==> config.mk <==
export PLATFORM = sky130hd
export DESIGN_NAME = key_name_percent_escaper
export DESIGN_NICKNAME = d
export VERILOG_FILES = /design/src/rtl/core/kne_pkg.sv /design/src/rtl/core/kne_fifo.sv /design/src/rtl/core/kne_front.sv /design/src/rtl/core/kne_back.sv /design/src/rtl/core/key_name_percent_escaper.sv
export SDC_FILE = /design/constraint.sdc
export NUM_CORES = 1
export LEC_CHECK = 0
export ABC_AREA = 1
export BUFFER_PORTS_ARGS = -buffer_cell sky130_fd_sc_hd__buf_2
export CAP_MARGIN = 20
export CORE_ASPECT_RATIO = 0.9
export CORE_MARGIN = 10
export CORE_UTILIZATION = 56
export DETAILED_ROUTE_END_ITERATION = 7
export GPL_TIMING_DRIVEN = 0
export PLACE_DENSITY = 0.86
export SLEW_MARGIN = 20
export SYNTH_ARGS = -nofsm -noshare
export SYNTH_HDL_FRONTEND = slang
export SYNTH_HIERARCHICAL = 1
export SYNTH_SLANG_ARGS = --single-unit
==> constraint.sdc <==
create_clock -name clk -period 3.5 [get_ports clk]
set_clock_uncertainty 0.1 [all_clocks]
set_input_delay 0.175 -clock clk [delete_from_list [all_inputs] [get_ports clk]]
set_output_delay 0.175 -clock clk [all_outputs]
set_load 0.01 [all_outputs]
==> src/rtl/core/kne_pkg.sv <==
package kne_pkg;

	localparam int unsigned QDEPTH = 4;
	localparam int unsigned QPTR_W = $clog2(QDEPTH);
	localparam int unsigned QCNT_W = $clog2(QDEPTH + 1);

	localparam logic [7:0] SEP_RESET = 8'h2F;
	localparam logic [7:0] CH_SLASH  = 8'h2F;
	localparam logic [7:0] CH_PCT    = 8'h25;
	localparam logic [7:0] CH_PLUS   = 8'h2B;
	localparam logic [7:0] CH_BSL    = 8'h5C;
	localparam logic [7:0] CH_SPACE  = 8'h20;
	localparam logic [7:0] CH_NUL    = 8'h00;
	localparam logic [7:0] CH_2      = 8'h32;
	localparam logic [7:0] CH_5      = 8'h35;
	localparam logic [7:0] CH_B      = 8'h42;
	localparam logic [7:0] CH_C      = 8'h43;
	localparam logic [7:0] CH_F      = 8'h46;

	localparam logic [1:0] IDX_FIRST = 2'd0;
	localparam logic [1:0] IDX_MID   = 2'd1;
	localparam logic [1:0] IDX_LAST  = 2'd2;

	// one queued job: up to three bytes, or a terminator with status
	typedef struct packed {
		logic [7:0]  b0;
		logic [7:0]  b1;
		logic [7:0]  b2;
		logic        three;
		logic        fin;
		logic        fail;
		logic [15:0] written;
	} entry_t;

	typedef struct packed {
		logic full;
		logic empty;
	} qstat_t;

endpackage

==> src/rtl/core/kne_fifo.sv <==
module kne_fifo
	import kne_pkg::*;
(
	input  logic   clk,
	input  logic   arst_n,
	input  logic   push,
	input  entry_t wr_entry,
	input  logic   pop,
	output entry_t rd_entry,
	output qstat_t stat
);

	entry_t              mem_q [QDEPTH];
	logic [QPTR_W-1:0]   wr_ptr_q;
	logic [QPTR_W-1:0]   rd_ptr_q;
	logic [QCNT_W-1:0]   count_q;

	assign stat.full  = (count_q == QCNT_W'(QDEPTH));
	assign stat.empty = (count_q == '0);
	assign rd_entry   = mem_q[rd_ptr_q];

	always_ff @(posedge clk) begin
		if (push) begin
			mem_q[wr_ptr_q] <= wr_entry;
		end
	end

	always_ff @(posedge clk or negedge arst_n) begin
		if (!arst_n) begin
			wr_ptr_q <= '0;
			rd_ptr_q <= '0;
			count_q  <= '0;
		end else begin
			if (push) begin
				wr_ptr_q <= wr_ptr_q + 1'b1;
			end
			if (pop) begin
				rd_ptr_q <= rd_ptr_q + 1'b1;
			end
			if (push && !pop) begin
				count_q <= count_q + 1'b1;
			end else if (pop && !push) begin
				count_q <= count_q - 1'b1;
			end
		end
	end

	a_count_range: assert property (@(posedge clk) disable iff (!arst_n)
		count_q <= QCNT_W'(QDEPTH))
		else $error("queue count out of range");

	a_no_overflow: assert property (@(posedge clk) disable iff (!arst_n)
		stat.full |-> !push)
		else $error("push into full queue");

	a_no_underflow: assert property (@(posedge clk) disable iff (!arst_n)
		stat.empty |-> !pop)
		else $error("pop from empty queue");

endmodule

==> src/rtl/core/kne_front.sv <==
module kne_front
	import kne_pkg::*;
(
	input  logic        clk,
	input  logic        arst_n,
	input  logic        cfg_valid,
	input  logic [7:0]  cfg_data,
	input  logic        accept,
	input  logic [7:0]  ch,
	input  logic        first,
	input  logic        end_of_name,
	input  logic [15:0] capacity,
	output logic        push,
	output entry_t      entry
);

	logic [7:0]  sep_q;
	logic [15:0] budget_q;
	logic [15:0] wrcnt_q;
	logic        after_bsl_q;
	logic        err_q;

	logic [15:0] bl;
	logic [15:0] bw;
	logic        ab;
	logic        err;
	logic        fail;
	logic        no_room;
	logic [1:0]  len;

	always_comb begin
		bl  = first ? capacity : budget_q;
		bw  = first ? 16'd0 : wrcnt_q;
		ab  = first ? 1'b0 : after_bsl_q;
		err = first ? 1'b0 : err_q;

		fail = err || (bl == 16'd0);

		entry.b0      = ch;
		entry.b1      = CH_NUL;
		entry.b2      = CH_NUL;
		entry.three   = 1'b0;
		entry.fin     = 1'b0;
		entry.fail    = 1'b0;
		entry.written = 16'd0;

		if (end_of_name) begin
			entry.b0      = CH_NUL;
			entry.fin     = 1'b1;
			entry.fail    = fail;
			entry.written = fail ? 16'd0 : bw + 16'd1;
		end else if (ch == sep_q && !ab) begin
			entry.b0 = ch;
		end else if (ch == sep_q || ch == CH_SLASH) begin
			entry.b0 = CH_PCT; entry.b1 = CH_2; entry.b2 = CH_F; entry.three = 1'b1;
		end else if (ch == CH_PCT) begin
			entry.b0 = CH_PCT; entry.b1 = CH_2; entry.b2 = CH_5; entry.three = 1'b1;
		end else if (ch == CH_PLUS) begin
			entry.b0 = CH_PCT; entry.b1 = CH_2; entry.b2 = CH_B; entry.three = 1'b1;
		end else if (ch == CH_BSL) begin
			entry.b0 = CH_PCT; entry.b1 = CH_5; entry.b2 = CH_C; entry.three = 1'b1;
		end else if (ch == CH_SPACE) begin
			entry.b0 = CH_PLUS;
		end

		len     = entry.three ? 2'd3 : 2'd1;
		no_room = (bl < 16'd2) || (entry.three && bl < 16'd3);
		push    = accept && (end_of_name || (!err && !no_room));
	end

	always_ff @(posedge clk or negedge arst_n) begin
		if (!arst_n) begin
			sep_q       <= SEP_RESET;
			budget_q    <= '0;
			wrcnt_q     <= '0;
			after_bsl_q <= 1'b0;
			err_q       <= 1'b0;
		end else begin
			if (cfg_valid) begin
				sep_q <= cfg_data;
			end
			if (accept) begin
				budget_q    <= bl;
				wrcnt_q     <= bw;
				after_bsl_q <= ab;
				err_q       <= err;
				if (end_of_name) begin
					after_bsl_q <= 1'b0;
				end else if (!err) begin
					if (no_room) begin
						err_q <= 1'b1;
					end else begin
						after_bsl_q <= (ch == CH_BSL);
						budget_q    <= bl - {14'd0, len};
						wrcnt_q     <= bw + {14'd0, len};
					end
				end
			end
		end
	end

	a_end_always_pushes: assert property (@(posedge clk) disable iff (!arst_n)
		(accept && end_of_name) |-> (push && entry.fin))
		else $error("end word not queued");

endmodule

==> src/rtl/core/kne_back.sv <==
module kne_back
	import kne_pkg::*;
(
	input  logic        clk,
	input  logic        arst_n,
	input  entry_t      head,
	input  qstat_t      qstat,
	output logic        pop,
	input  logic        m_tready,
	output logic        m_tvalid,
	output logic [31:0] m_tdata,
	output logic        m_tuser,
	output logic        m_tlast
);

	logic [1:0]  idx_q;
	logic        m_tvalid_q;
	logic [7:0]  byte_q;
	logic        fin_q;
	logic        fail_q;
	logic [15:0] written_q;
	logic        last_q;

	logic        load;
	logic        last_word;
	logic [7:0]  sel_byte;

	always_comb begin
		case (idx_q)
			IDX_FIRST: sel_byte = head.b0;
			IDX_MID:   sel_byte = head.b1;
			default:   sel_byte = head.b2;
		endcase
		load      = (!m_tvalid_q || m_tready) && !qstat.empty;
		last_word = head.fin || !head.three || (idx_q == IDX_LAST);
		pop       = load && last_word;
	end

	always_ff @(posedge clk or negedge arst_n) begin
		if (!arst_n) begin
			idx_q      <= IDX_FIRST;
			m_tvalid_q <= 1'b0;
		end else begin
			if (load) begin
				m_tvalid_q <= 1'b1;
				idx_q      <= last_word ? IDX_FIRST : idx_q + 2'd1;
			end else if (m_tready) begin
				m_tvalid_q <= 1'b0;
			end
		end
	end

	always_ff @(posedge clk) begin
		if (load) begin
			byte_q    <= sel_byte;
			fin_q     <= head.fin;
			fail_q    <= head.fail;
			written_q <= head.written;
			last_q    <= last_word;
		end
	end

	// tdata: out_byte [7:0], failed [8], written [24:9], zero pad
	assign m_tvalid = m_tvalid_q;
	assign m_tdata  = {7'd0, written_q, fail_q, byte_q};
	assign m_tuser  = fin_q;
	assign m_tlast  = last_q;

	a_idx_range: assert property (@(posedge clk) disable iff (!arst_n)
		idx_q != 2'd3)
		else $error("byte index out of range");

	a_mid_entry_held: assert property (@(posedge clk) disable iff (!arst_n)
		(idx_q != IDX_FIRST) |-> (!qstat.empty && head.three && !head.fin))
		else $error("escape entry lost mid sequence");

endmodule

==> src/rtl/core/key_name_percent_escaper.sv <==
// Percent escaper for key names. Each input word carries one name byte
// (s_tuser marks the first byte and loads the budget from capacity, s_tlast
// marks the terminator word). The front stage classifies and budgets each
// accepted word and hands the escape job to a four-entry queue; the back stage
// sends one output byte per cycle while m_tready allows it, so a plain byte or
// the terminator gives one output byte and an escape gives three. The output
// byte port is what sets the sustained rate. The separator is set through the
// cfg port, reset value '/'.
module key_name_percent_escaper
	import kne_pkg::*;
(
	input  logic        clk,
	input  logic        arst_n,
	input  logic        cfg_valid,
	output logic        cfg_ready,
	input  logic [7:0]  cfg_data,
	input  logic        s_tvalid,
	output logic        s_tready,
	input  logic [23:0] s_tdata,  // ch [7:0], capacity [23:8]
	input  logic        s_tuser,  // first
	input  logic        s_tlast,
	output logic        m_tvalid,
	input  logic        m_tready,
	output logic [31:0] m_tdata,  // out_byte [7:0], failed [8], written [24:9]
	output logic        m_tuser,  // is_final
	output logic        m_tlast
);

	logic   accept;
	logic   push;
	logic   pop;
	entry_t wr_entry;
	entry_t head;
	qstat_t qstat;

	assign cfg_ready = 1'b1;
	assign s_tready  = !qstat.full;
	assign accept    = s_tvalid && s_tready;

	kne_front u_front (
		.clk         (clk),
		.arst_n      (arst_n),
		.cfg_valid   (cfg_valid),
		.cfg_data    (cfg_data),
		.accept      (accept),
		.ch          (s_tdata[7:0]),
		.first       (s_tuser),
		.end_of_name (s_tlast),
		.capacity    (s_tdata[23:8]),
		.push        (push),
		.entry       (wr_entry)
	);

	kne_fifo u_fifo (
		.clk      (clk),
		.arst_n   (arst_n),
		.push     (push),
		.wr_entry (wr_entry),
		.pop      (pop),
		.rd_entry (head),
		.stat     (qstat)
	);

	kne_back u_back (
		.clk      (clk),
		.arst_n   (arst_n),
		.head     (head),
		.qstat    (qstat),
		.pop      (pop),
		.m_tready (m_tready),
		.m_tvalid (m_tvalid),
		.m_tdata  (m_tdata),
		.m_tuser  (m_tuser),
		.m_tlast  (m_tlast)
	);

endmodule

* Yosys cells after proc, flatten, opt, wreduce, memory -nomap -nowiden
Memory sizes are Yosys's and may differ from the RTL's.
Cells that the tools add are included.
** Word-level totals
- Flip-flop bits (word level) :: 79
- Memory bits (writable) :: 172
- Input port bits :: 39
- Output and inout port bits :: 37
- Word-level logic and storage cells :: 102
- Memories :: 1
** Memories
- u_fifo.mem_q :: words 4, width 43, rd ports 1, clocked after Yosys merged registers in 0, wr ports 1, line kne_fifo.sv:13 : entry_t mem_q [QDEPTH];
** Operators by class
- Add/subtract/negate cells :: 8
- $lt $le $gt $ge :: 2
- Equality and inequality tests :: 9
- Mux-type cells :: 37
- Reduce and logical (&&, ||, !) cells :: 30
** Operators by type and width (count)
- 2-to-1 mux 16 bit :: 9
- 2-to-1 mux 25 bit :: 3
- 2-to-1 mux 17 bit :: 2
- equality test 8 x 6 -> 1 bit, second input constant :: 4
- less-than comparator 16 x 2 -> 1 bit, second input constant :: 2
- 2-to-1 mux 8 bit :: 4
- 2-to-1 mux 18 bit :: 1
- adder 16 x 1 -> 16 bit, second input constant :: 1
- adder 16 x 2 -> 16 bit :: 1
- logical NOT 16 bit :: 1
- one-hot mux 8 bit (2 select lines) :: 1
- subtractor 16 x 2 -> 16 bit :: 1
- 2-to-1 mux 15 bit :: 1
- 2-to-1 mux 1 bit :: 12
- logical AND 1 bit :: 9
- logical NOT 1 bit :: 9
- equality test 8 x 7 -> 1 bit, second input constant :: 1
- equality test 8 bit :: 1
- logical OR 1 bit :: 7
- adder 2 x 1 -> 2 bit, second input constant :: 3
- 2-to-1 mux 3 bit :: 2
- 2-to-1 mux 2 bit :: 2
- nonzero test 2 bit :: 2
- adder 3 x 1 -> 3 bit, second input constant :: 1
- 6 further kinds :: 6

* Longest topological paths before layout
- Depth in word-level cells :: 18
- Gate-level depth with buffers :: 24
- Gate-level depth less buffers :: 24

* Hierarchy
Netlist, hierarchy kept.
** Modules (own cells, without submodules)
- kne_fifo :: times used 1, cells each 549, area each 7190.6 um^2, sequential area each 5340.1 um^2
- kne_front :: times used 1, cells each 619, area each 3808.7 um^2, sequential area each 1057.3 um^2
- kne_back :: times used 1, cells each 95, area each 1241.2 um^2, sequential area each 885.8 um^2
- key_name_percent_escaper :: times used 1, cells each 5, area each 25.0 um^2, sequential area each 0.0 um^2

* Worst setup path before layout
No wires, ideal clock.
- Path type :: flip-flop to flip-flop
- Start point :: reg u_front.sep_q[3]
- End point :: mem u_fifo/mem_q[0][0] in the netlist's numbering (enable)
- Setup time :: 0.397 ns
- Arrival time :: 2.808 ns
- Required time :: 3.003 ns
- Slack :: 0.194 ns
- Cell stages (with the launch flop) :: 15
- Path buffers :: 1
- Clock period less this slack :: 3.306 ns
- Path through :: dfstp_2 > xnor2_1 > nand2_1 > nor2_1 > nand3_1 > nand2_1 > inv_1 > nand3_2 > nand2_4 > inv_4 > nand2_1 > a21oi_1 > clkbuf_1 > nand2_1 > inv_1
** On the way
- Cells in the longest elaborated chain, start to end :: 13
- Elaborated cells on any way between the ends :: 14
- Classes of those cells :: eq/ne: 1; mux: 5; reduce/logical: 8
** Ends and longest elaborated chain
- from (decl) :: line kne_front.sv:17 : logic [7:0] sep_q;
- from (signal assigned) :: line kne_front.sv:80 : sep_q <= cfg_data;
- equality test 8 bit * :: line kne_front.sv:52, kne_front.sv:54
- logical OR 1 bit :: line kne_front.sv:54 : end else if (ch == sep_q || ch == CH_SLASH) begin
- 2-to-1 mux 25 bit :: line kne_front.sv:54
- 2-to-1 mux 17 bit * :: line kne_front.sv:52 : end else if (ch == sep_q && !ab) begin
- 2-to-1 mux 17 bit * :: line kne_front.sv:47 : if (end_of_name) begin
- logical AND 1 bit * :: line kne_front.sv:67 : no_room = (bl < 16'd2) || (entry.three && bl < 16'd3);
- logical OR 1 bit * :: line kne_front.sv:67
- logical NOT 1 bit * :: line kne_front.sv:68 : push = accept && (end_of_name || (!err && !no_room));
- logical AND 1 bit * :: line kne_front.sv:68
- logical OR 1 bit * :: line kne_front.sv:68
- logical AND 1 bit * :: line kne_front.sv:68
- net push :: line key_name_percent_escaper.sv:30 : logic push;
- 2-to-1 mux 1 bit * :: line kne_fifo.sv:23 : if (push) begin
- 2-to-1 mux 1 bit (implied by the code) * :: line kne_fifo.sv:24 : mem_q[wr_ptr_q] <= wr_entry;
- to (decl) :: line kne_fifo.sv:13
The timed path passes the listed nets; every way through them passes the cells marked *.

* Worst setup path after layout
- Start point :: reg u_front.sep_q[2]
- End point :: mem u_fifo/mem_q[2][7] in the netlist's numbering (enable)
The elaborated chain is that of the path after synthesis.

==> flow_summary_export.csv <==
group,metric,value,unit
outcome,status,"completed",
critical_path,cp.arrival,3.48,ns
critical_path,cp_common_cell,"nand2_1",
routing,viasPerCell,5.39,
power,power.internal,0.00676,W
clocking,clk_latency,0.54,ns
clocking,clock_sinks,251,
sta,period_minus_slack,3.34,ns
final_layout,fin_util,65.4,%
logic_synthesis,async_flop_share,20.7,%
power,power_switching,0.00370,W
floorplanning,rows,51,
sta,tns,0,ns
sta,finalHoldViolations,0,
floorplanning,design.core.area,21600,um^2
sta,timing.final.crit_share,95.5,%
placed_design,portBuffers,66,
floorplanning,die_h,160,um
flow_run,drv_cap,0,
grt,antenna_found_initial,0,
power,seqPwrFrac,41.2,%
sta,max_freq,299,MHz
worst_hold_path,hp-class,"input port to flop",
critical_path,crit_family,"simple AND/OR/NAND/NOR gates",
routing,drc_errors,0,
final_layout,diodes,0,
power,p_sw_share,35.3,%
routing,firstDrtPassIters,7,
placed_design,gp_congestion,0.937,
clocking,clk_pin_slew_worst_paths,0.06,ns
floorplanning,die_w,176,um
clocking,cts-root-buf,"clkbuf_16",
critical_path,slowest_delay,0.53,ns
critical_path,slowest_stage,"dfstp_2",
logic_synthesis,synth_area,12300,um^2
logic_synthesis,ys_top_cells_by_area,"edfxtp_1, nand2_1, dfrtp_1",
logic_synthesis,syn_area_per_cell,9.67,um^2
floorplanning,start_util,56.9,%
final_layout,drive_above_1_share,14.5,%
logic_synthesis,yosysWarnings,6,
clocking,tritoncts,"built",
power,clkPwrFrac,25.0,%
routing,antenna_left,0,
routing,vias,9157,
logic_synthesis,ys_ff_latch,251,
routing,drtIter0Drc,1173,
logic_synthesis,ys_types,45,
grt,track_usage,19.6,%
sta,slew_viol_final,0,
critical_path,worstSetupEndpointType,"flop",
power,power-per-cell-area,742,nW/um^2
logic_synthesis,ys_seq_area_share,59.4,%
logic_synthesis,synth.largest_area_cell,"edfxtp_1",
grt,grt_max_degree,53,
critical_path,critical_path_required,3.64,ns
power,p_comb_share,33.8,%
final_layout,final_common_cell,"nand2_1",
logic_synthesis,synth_top_area_share,48.7,%
logic_synthesis,ys.flop_type,"edfxtp_1",
sta,finalSetupViolCount,0,
routing,avgRoutedWirePerCell,16.5,um
logic_synthesis,synthCells,1268,
logic_synthesis,synth_edf_count,199,
clocking,cts_buffers,26,
power,irDropWorstVdd,0.524,mV
floorplanning,dieArea,28200,um^2
critical_path,path_max_fanout,25,
final_layout,layout.cells.most_common_list,"nand2_1, edfxtp_1, inv_1, nor2_1, buf_2",
final_layout,fill_cells,1630,
critical_path,cp_cell_sequence,"xnor2_1 -> nand2_1 -> nor2_2 -> nand3_1 -> nand2_1 -> inv_1 -> nand3_2 -> nand2_4 -> inv_4 -> nand2_1 -> a21oi_4 -> clkbuf_2 -> nand2_1 -> inv_6 -> buf_16",
floorplanning,num_io_pins,76,
clocking,max-clock-path-buffers,3,
critical_path,crit_buf_inv,5,
grt,grt_overflow_total,0,
critical_path,crit_path_start_kind,"flop",
routing,wirelength,28100,um
grt,grt_pass1_vias,8930,
final_layout,syn_to_final_growth,15.0,%
placed_design,hpwl,19300,um
sta,slew_headroom,27.2,%
sta,tightest_slew,1.08,ns
clocking,htree_levels,1,
critical_path,path_class,"flop to flop",
final_layout,fin_nets,1444,
power,leakagePower,6.08,nW
grt,grt_pass1_wl,45200,um
## repair_timing
action,in CTS,in global routing
buffers inserted,1,1
hold buffers,13,0
hold endpoints to repair,64,0
gates resized for setup,10,9
setup endpoints to repair,157,149
pin swaps,1,0
## per-layer routing
layer / vias up / wire length [um] / track usage, %
met3: 65 / 2460 / 3.59
met2: 432 / 13200 / 32.5
li1: 4375 / - / -
met4: 0 / 655 / 6.35
met5: - / 0 / 0
met1: 4285 / 11800 / 25.6
## logic make-up after synthesis
kind of cell / share of synthesized area (%)
simple gates: 18.8
buf+inv: 9.65
flops: 59.4
compound gates: 7.54
xor+xnor: 2.50
fa+ha+maj: 1.61
mux: 0.459
other cells: 0.0918
## cell usage after synthesis, drive strengths merged (2+ instances only)
library cell  number
nand2            365
edfxtp           199
dfstp              5
ha                11
a211oi             2
nor2             100
or2                2
o21ai             30
a31oi              4
o211ai            86
clkinv             2
buf               57
dfrtp             47
nand4             21
inv              198
xnor2              8
a21oi              9
conb               3
clkbuf            13
fa                 3
nand3             44
nand3b             3
mux2               5
nor3              19
xor2              27
## registers in the layout, summed over array words and instances (netlist names), 2 cells and up
name and cells:
u_fifo/rd_ptr_q 2, u_front/budget_q 16, u_back/byte_q 8, u_fifo/mem_q 172, u_fifo/count_q 3, u_back/written_q 16
u_front/sep_q 8, u_front/wrcnt_q 16, u_back/idx_q 2, u_fifo/wr_ptr_q 2
## path summary, 6_finish.rpt
check | from | end | slack [ns] | cells after the start
min in group asynchronous | arst_n | u_front/wrcnt_q[13] | 0.14 | 2
worst max-delay path | u_front/sep_q[2] | u_fifo/mem_q[2][7] | 0.16 | 15
worst min-delay path | s_tdata[4] | u_fifo/mem_q[1][39] | 0.03 | 3
worst max register to register | u_front/sep_q[2] | u_fifo/mem_q[2][7] | 0.16 | 15
worst min register to register | u_front/budget_q[15] | u_front/budget_q[15] | 0.38 | 2
max in group asynchronous | arst_n | u_front/sep_q[4] | 2.69 | 2
## worst min-delay path, cell delays in order
cell and delay [ns]:
buf_2 0.11, inv_1 0.10, nor2_1 0.10
## power groups by stage
stage          registers, W  logic (W)  clock network, W
2_1_floorplan       0.00443    0.00221                 0
3_3_place_gp        0.00435    0.00326                 0
3_5_place_dp        0.00436    0.00343                 0
4_1_cts             0.00431    0.00350           0.00264
5_1_grt             0.00436    0.00393           0.00278
6_report            0.00431    0.00354           0.00261
## layout make-up
cell class / count / area, um^2 / share of cell area, %
multi-input combinational: 757 / 3880 / 27.5
tap: 291 / 364 / 2.58
inverter: 200 / 771 / 5.47
sequential: 251 / 7280 / 51.7
clock buffer: 33 / 687 / 4.87
buffer: 70 / 432 / 3.06
timing repair buffer: 85 / 566 / 4.01
clock inverter: 13 / 119 / 0.843
## stage by stage
stage	hold slack, ns	total power (W)	setup WS (ns)	std cells	cell area (um^2)
after floorplan	-0.221	0.00663	0.194	1278	12300
after global placement	0.288	0.00762	-0.981	1635	13000
after detailed placement	0.183	0.00779	-0.702	1639	13100
after CTS	0.000674	0.0104	0.0441	1699	14100
after global routing	0.0402	0.0111	-0.0186	1700	14100
final	0.0322	0.0105	0.159	1700	14100
Note: power is estimated with default switching activity, not from simulation.
